**src/crcfc_pkg.sv**
```systemverilog
// Shared types, constants and the CRC-32 byte step for the frame checker.
// No dependencies; every other source file imports this package.

package crcfc_pkg;

	localparam int unsigned HDR_BYTES = 8;
	localparam int unsigned CRC_BYTES = 4;
	localparam int unsigned MIN_FRAME = HDR_BYTES + CRC_BYTES;

	localparam logic [31:0] CRC_POLY = 32'hEDB8_8320;
	localparam logic [31:0] CRC_ALL  = 32'hFFFF_FFFF;

	localparam int unsigned CFG_IDX_W  = 8;
	localparam int unsigned CFG_DATA_W = 8;

	localparam logic [CFG_IDX_W-1:0] CFG_PROTOCOL_VERSION = CFG_IDX_W'(0);
	localparam logic [CFG_IDX_W-1:0] CFG_DATA_TYPE_CODE   = CFG_IDX_W'(1);

	localparam logic [7:0] PROTOCOL_VERSION_RST = 8'd1;
	localparam logic [7:0] DATA_TYPE_CODE_RST   = 8'd0;

	typedef enum logic [2:0] {
		STAT_OK          = 3'd0,
		STAT_TOO_SHORT   = 3'd1,
		STAT_BAD_VERSION = 3'd2,
		STAT_BAD_SIZE    = 3'd3,
		STAT_BAD_CRC     = 3'd4,
		STAT_BAD_TYPE    = 3'd5
	} frame_status_t;

	typedef struct packed {
		logic [7:0] rx_byte;
		logic       rx_last;
	} rx_item_t;

	// One byte of reflected CRC-32, bit at a time.
	function automatic logic [31:0] crc32_byte(input logic [31:0] crc, input logic [7:0] b);
		logic [31:0] c;
		c = crc ^ {24'h0, b};
		for (int k = 0; k < 8; k++) begin
			c = c[0] ? ((c >> 1) ^ CRC_POLY) : (c >> 1);
		end
		return c;
	endfunction

endpackage

```
**src/crcfc_if.sv**
```systemverilog
// Channel interfaces: received bytes, check results and configuration writes.
// Depends on crcfc_pkg for the configuration field widths.

interface crcfc_rx_if;
	logic       valid;
	logic       ready;
	logic [7:0] rx_byte;
	logic       rx_last;

	modport source (output valid, output rx_byte, output rx_last, input ready);
	modport sink   (input valid, input rx_byte, input rx_last, output ready);
endinterface


```
**src/crcfc_in_reg.sv**
```systemverilog
// Input register stage: captures one received byte per transfer.
// Depends on crcfc_pkg (rx_item_t) and crcfc_rx_if.

module crcfc_in_reg import crcfc_pkg::*; (
	input  logic      clk,
	input  logic      arst_n,
	crcfc_rx_if.sink  rx,
	input  logic      down_ready,
	output logic      valid_s1,
	output rx_item_t  item_s1
);

	logic take;

	// Refill when empty or whenever the held byte moves on in the same cycle.
	assign rx.ready = !valid_s1 || down_ready;
	assign take     = rx.valid && rx.ready;

	always_ff @(posedge clk or negedge arst_n) begin
		if (!arst_n) begin
			valid_s1 <= 1'b0;
		end else if (take) begin
			valid_s1 <= 1'b1;
		end else if (down_ready) begin
			valid_s1 <= 1'b0;
		end
	end

	always_ff @(posedge clk) begin
		if (take) begin
			item_s1 <= '{rx_byte: rx.rx_byte, rx_last: rx.rx_last};
		end
	end

endmodule

```
**src/flat_wrapper.sv**
```systemverilog
// flat-port wrapper written by rule: the top's interface ports become plain ports
module crcfc_in_reg_flat import crcfc_pkg::*;
  (clk, arst_n, down_ready, valid_s1, item_s1, rx_valid, rx_rx_byte, rx_rx_last, rx_ready);
  crcfc_rx_if rx_i ();
  input  logic clk;
  input  logic arst_n;
  input  logic down_ready;
  output logic valid_s1;
  output rx_item_t item_s1;
  input wire logic [$bits(rx_i.valid)-1:0] rx_valid;
  input wire logic [$bits(rx_i.rx_byte)-1:0] rx_rx_byte;
  input wire logic [$bits(rx_i.rx_last)-1:0] rx_rx_last;
  output wire logic [$bits(rx_i.ready)-1:0] rx_ready;
  assign rx_i.valid = rx_valid;
  assign rx_i.rx_byte = rx_rx_byte;
  assign rx_i.rx_last = rx_rx_last;
  assign rx_ready = rx_i.ready;
  crcfc_in_reg u_core (.clk(clk), .arst_n(arst_n), .rx(rx_i), .down_ready(down_ready), .valid_s1(valid_s1), .item_s1(item_s1));
endmodule
```
**config.mk**
```make
export PLATFORM = sky130hd
export DESIGN_NAME = crcfc_in_reg_flat
export DESIGN_NICKNAME = d
export VERILOG_FILES = /design/src/crcfc_pkg.sv /design/src/crcfc_if.sv /design/src/crcfc_in_reg.sv /design/src/flat_wrapper.sv
export SDC_FILE = /design/constraint.sdc
export NUM_CORES = 1
export LEC_CHECK = 0
export ABC_AREA = 1
export BUFFER_PORTS_ARGS = -buffer_cell sky130_fd_sc_hd__buf_4
export CORE_AREA = 4 4 41 43
export CTS_BUF_LIST = sky130_fd_sc_hd__clkbuf_16
export CTS_CLUSTER_SIZE = 30
export DETAILED_ROUTE_END_ITERATION = 7
export DIE_AREA = 0 0 45 47
export GPL_TIMING_DRIVEN = 0
export SLEW_MARGIN = 20
export SYNTH_ARGS = -nofsm -noshare
export SYNTH_HDL_FRONTEND = slang
export SYNTH_SLANG_ARGS = --single-unit
```
**constraint.sdc**
```tcl
create_clock -name clk -period 1.14 [get_ports clk]
set_input_delay 0.114 -clock clk [delete_from_list [all_inputs] [get_ports clk]]
set_output_delay 0.114 -clock clk [all_outputs]
set_load 0.005 [all_outputs]
```
# Yosys cells after proc, flatten, opt, wreduce, memory -nomap -nowiden
# Index checks and enable logic that the tools add are counted.
dict set report totals {
  register_bits 10
  in_bits 13
  output_inout_bits 11
  wordCells 9
}
dict set report classes {
  muxes 2
  n_reduce_logical 4
}
# operator n
set op_table {}
lappend op_table {{$mux W1} 2}
lappend op_table {{$reduce_bool A2 Y1} 1}
lappend op_table {{$logic_and A1 B1 Y1} 1}
lappend op_table {{$logic_not A1 Y1} 1}
lappend op_table {{$logic_or A1 B1 Y1} 1}

# Depth between registers and ports, before layout
dict set report logic_depth {
  word_depth 4
  ltp_mapped 3
  mapped_depth_nobuf 3
}

# Worst setup path before layout
# Ideal clock, no wire load.
dict set report synth_timing {
  path_kind {register to register}
  startpoint {reg u_core.valid_s1}
  endpoint {reg, netlist name u_core.item_s1[0]}
  setup_time_ns 0.378
  arrival_time_ns 0.912
  required_ns 0.762
  setup_slack_ns -0.150
  path_stages_with_launch 2
  n_path_buf 0
  period_less_slack_ns 1.290
  cell_sequence {dfrtp_1 a21oi_1}
}
dict set report synth_via {
  elab_chain_cells 3
}
# item line
set synth_lines {}
lappend synth_lines {{from (decl)} crcfc_in_reg.sv:9} ;# output logic valid_s1,
lappend synth_lines {{from (signal assigned)} crcfc_in_reg.sv:21} ;# valid_s1 <= 1'b0;
lappend synth_lines {{from (signal assigned)} crcfc_in_reg.sv:23} ;# valid_s1 <= 1'b1;
lappend synth_lines {{from (signal assigned)} crcfc_in_reg.sv:25} ;# valid_s1 <= 1'b0;
lappend synth_lines {{$logic_not A1 Y1} crcfc_in_reg.sv:16} ;# assign rx.ready = !valid_s1 || down_ready;
lappend synth_lines {{$logic_or A1 B1 Y1} crcfc_in_reg.sv:16}
lappend synth_lines {{$logic_and A1 B1 Y1} crcfc_in_reg.sv:17} ;# assign take = rx.valid && rx.ready;
lappend synth_lines {{named net u_core.take} crcfc_in_reg.sv:13} ;# logic take;
# The timed path passes the listed nets, and every way through them passes these cells.
# A chain may end at the register's enable or synchronous reset.

# Worst setup path after layout
dict set report layout_timing {
  startpoint {reg u_core.valid_s1}
  endpoint {reg, netlist name u_core.item_s1[4]}
}
dict set report layout_via {
  elab_chain_cells 3
}
# item line
set layout_lines {}
lappend layout_lines {{$logic_not A1 Y1} crcfc_in_reg.sv:16}
lappend layout_lines {{$logic_or A1 B1 Y1} crcfc_in_reg.sv:16}
lappend layout_lines {{$logic_and A1 B1 Y1} crcfc_in_reg.sv:17}
lappend layout_lines {{named net u_core.take} crcfc_in_reg.sv:13}
# The timed path passes the listed nets, and every way through them passes these cells.

==> impl_metrics.env <==
export IMPL_insertion_delay_ps=230
export IMPL_achievable_frequency_mhz=943
export IMPL_worstSetupStartpoint="u_core.valid_s1"
export IMPL_layout_drive_gt1_share_pct=62.8
export IMPL_setup_viol_count_final=0
export IMPL_antenna_left=0
export IMPL_num_nets_final=57
export IMPL_status="complete, no violations"
export IMPL_synthesis_nets=28
export IMPL_worst_r2r_startpoint="u_core.valid_s1"
export IMPL_ys_warnings_count=0
export IMPL_initial_antenna_violation_count=0
export IMPL_route_vias_total=227
export IMPL_n_antenna_cell=0
export IMPL_dr_wl_met2_um=259
export IMPL_topRoutingLayerUsed="met3"
export IMPL_die_w_um=45
export IMPL_place_detailed_hpwl_um=497
export IMPL_finalHoldViolations=0
export IMPL_worstPathRequired_ps=1040
export IMPL_cp_end_kind="register"
export IMPL_finalClockSkew_ps=3.37
export IMPL_area_growth_pct=92.5
export IMPL_path_clk_slew_ps=40
export IMPL_path_cells="a21oi_4"
export IMPL_die_height_um=47
export IMPL_timing_max_transition_violations_final=0
export IMPL_wl_met3_um=132
export IMPL_post_synth_top_area_fraction_pct=85.7
export IMPL_remaining_drc_errors=0
export IMPL_yosys_cell_types_count=5
export IMPL_synthDominantAreaCellType="edfxtp_1"
export IMPL_route_final_wire_length_um=612
export IMPL_leakagePower_nw=0.269
export IMPL_met1_length_um=219
export IMPL_cts_tree="done"
export IMPL_finalPower_mw=1.12
export IMPL_clock_path_buffers=2
export IMPL_dr_pass1_iters=2
export IMPL_critical_path_slowest_cell="dfrtp_1"
export IMPL_clkSinkCount=10
export IMPL_io_pins=24
export IMPL_tritoncts_num_buffers=3
export IMPL_timing_critical_path_buf_inv=0
export IMPL_critPathMaxFanout=9
export IMPL_grt_setup_unrepaired="false"
export IMPL_cap_viol_max_count=0
export IMPL_h_tree_depth=1
export IMPL_globalRoute_totalOverflow=0
export IMPL_floorplan_rows=13
export IMPL_drt_first_iter_violations=1
export IMPL_final_core_utilization_pct=46.6
export IMPL_post_synth_instance_area_um2=315
export IMPL_critical_path_top_delay_family="flip-flops"
export IMPL_path_class="register to register"
export IMPL_placement_io_buffers=23
export IMPL_worst_hold_path_type="input port to register"
export IMPL_crit_path_dat_ps=960
export IMPL_syn_inst=15
export IMPL_cts_root_buffer="clkbuf_16"
export IMPL_critical_path_startpoint_type="register"
export IMPL_floorplan_core_area_mm2=0.00130
export IMPL_synth_avg_cell_area_um2=21.0
export IMPL_gpl_final_weighted_congestion=0.638
export IMPL_wl_per_cell_um=10.6
export IMPL_groute_usage_overall_pct=7.15
export IMPL_power_density_mw_per_mm2=1850
export IMPL_die_area_mm2=0.00212
export IMPL_floorplan_initialDensity_pct=24.2
export IMPL_power_ir_vdd_worst_v=0.000929
export IMPL_grt_pass1_vias=238
export IMPL_global_route_wire_length_before_repair_um=952
export IMPL_number_of_storage_elements_in_the_synthesis_netlist=10
export IMPL_crit_path_max_incr_delay_ps=410
export IMPL_timing_max_slew_rel_slack_pct=79.9
export IMPL_grt_start_max_net_pins=10
export IMPL_worst_slew_pin_transition_ps=301
export IMPL_final_period_utilization_pct=93.1
export IMPL_yosys_top_cells_area="edfxtp_1, dfrtp_1, inv_1"
export IMPL_vias_per_cell=3.91
export IMPL_worstHoldStart="rx_rx_byte[7]"
export IMPL_period_minus_slack_ps=1060
export IMPL_synth_sequential_area_ratio_pct=93.7
export IMPL_fill_cells=128
routing by layer:
layer,GRT usage (%),vias to the layer above
li1,-,110
met1,6.68,96
met2,10.5,21
met3,6.90,0
met4,3.51,0
met5,0,-
registers in the layout (all words and copies together), names as in the netlist:
register	cells
u_core.valid_s1	1
u_core.item_s1	9
report_power, final:
| part | switching [mW] | internal [mW] |
|---|---|---|
| Combinational | 0.0288 | 0.0562 |
| Clock | 0.147 | 0.458 |
| Sequential | 0.00761 | 0.426 |
| Total | 0.183 | 0.941 |
worst paths after layout:
kind / endpoint / slack [ps] / cells after the start
worst max-delay path: u_core.item_s1[4] / 80 / 1
worst max register to register: u_core.item_s1[4] / 80 / 1
worst min-delay path: u_core.item_s1[8] / 60 / 1
max in group asynchronous: u_core.valid_s1 / 870 / 2
worst min register to register: u_core.valid_s1 / 590 / 2
min in group asynchronous: u_core.valid_s1 / 190 / 2
stage by stage:
step                      hold slack [ps]  TNS, ps  std cells  instance area (µm²)  setup slack, ps
after floorplan                      -182        0         15                  319             53.6
after global placement               -111        0         53                  510             7.65
after detailed placement             -108     -262         53                  510            -29.3
after CTS                            53.6        0         58                  607             70.8
after global routing                 47.1        0         58                  607             17.1
final                                56.8        0         58                  607             79.2
cell usage in the layout (no fill, tap or decap):
master         Yosys  routed
edfxtp_1           9       9
inv_1              2       2
dfrtp_1            1       1
clkinv_1           0       1
buf_4              0      23
a21oi_4            0       1
nand2_1            2       2
dlygate4sd3_1      0       1
clkbuf_16          0       3
layout make-up:
cell class / count / area, µm² / area share (%)
Clock inverter: 1 / 3.75 / 0.619
Clock buffer: 3 / 75.1 / 12.4
Multi-Input combinational cell: 3 / 23.8 / 3.92
Inverter: 2 / 7.51 / 1.24
Sequential cell: 10 / 295 / 48.7
Timing Repair Buffer: 24 / 183 / 30.1
Tap cell: 15 / 18.8 / 3.09
cells by family after synthesis:
group	synth area share (%)
buffers and inverters	2.38
flip-flops	93.6
AND/OR/NAND/NOR	2.38
AO/OA/AOI/OAI	1.59
Yosys cell counts, drive strengths merged:
| library cell | number |
|---|---|
| dfrtp | 1 |
| edfxtp | 9 |
| nand2 | 2 |
| inv | 2 |
| a21oi | 1 |
what timing repair did:
action,CTS,global route
hold endpoints to repair,1,0
gates resized for setup,1,0
setup endpoints to repair,9,0
hold buffers,1,0
buffers inserted,0,0
No activity file was read; power rests on OpenSTA's default activity.
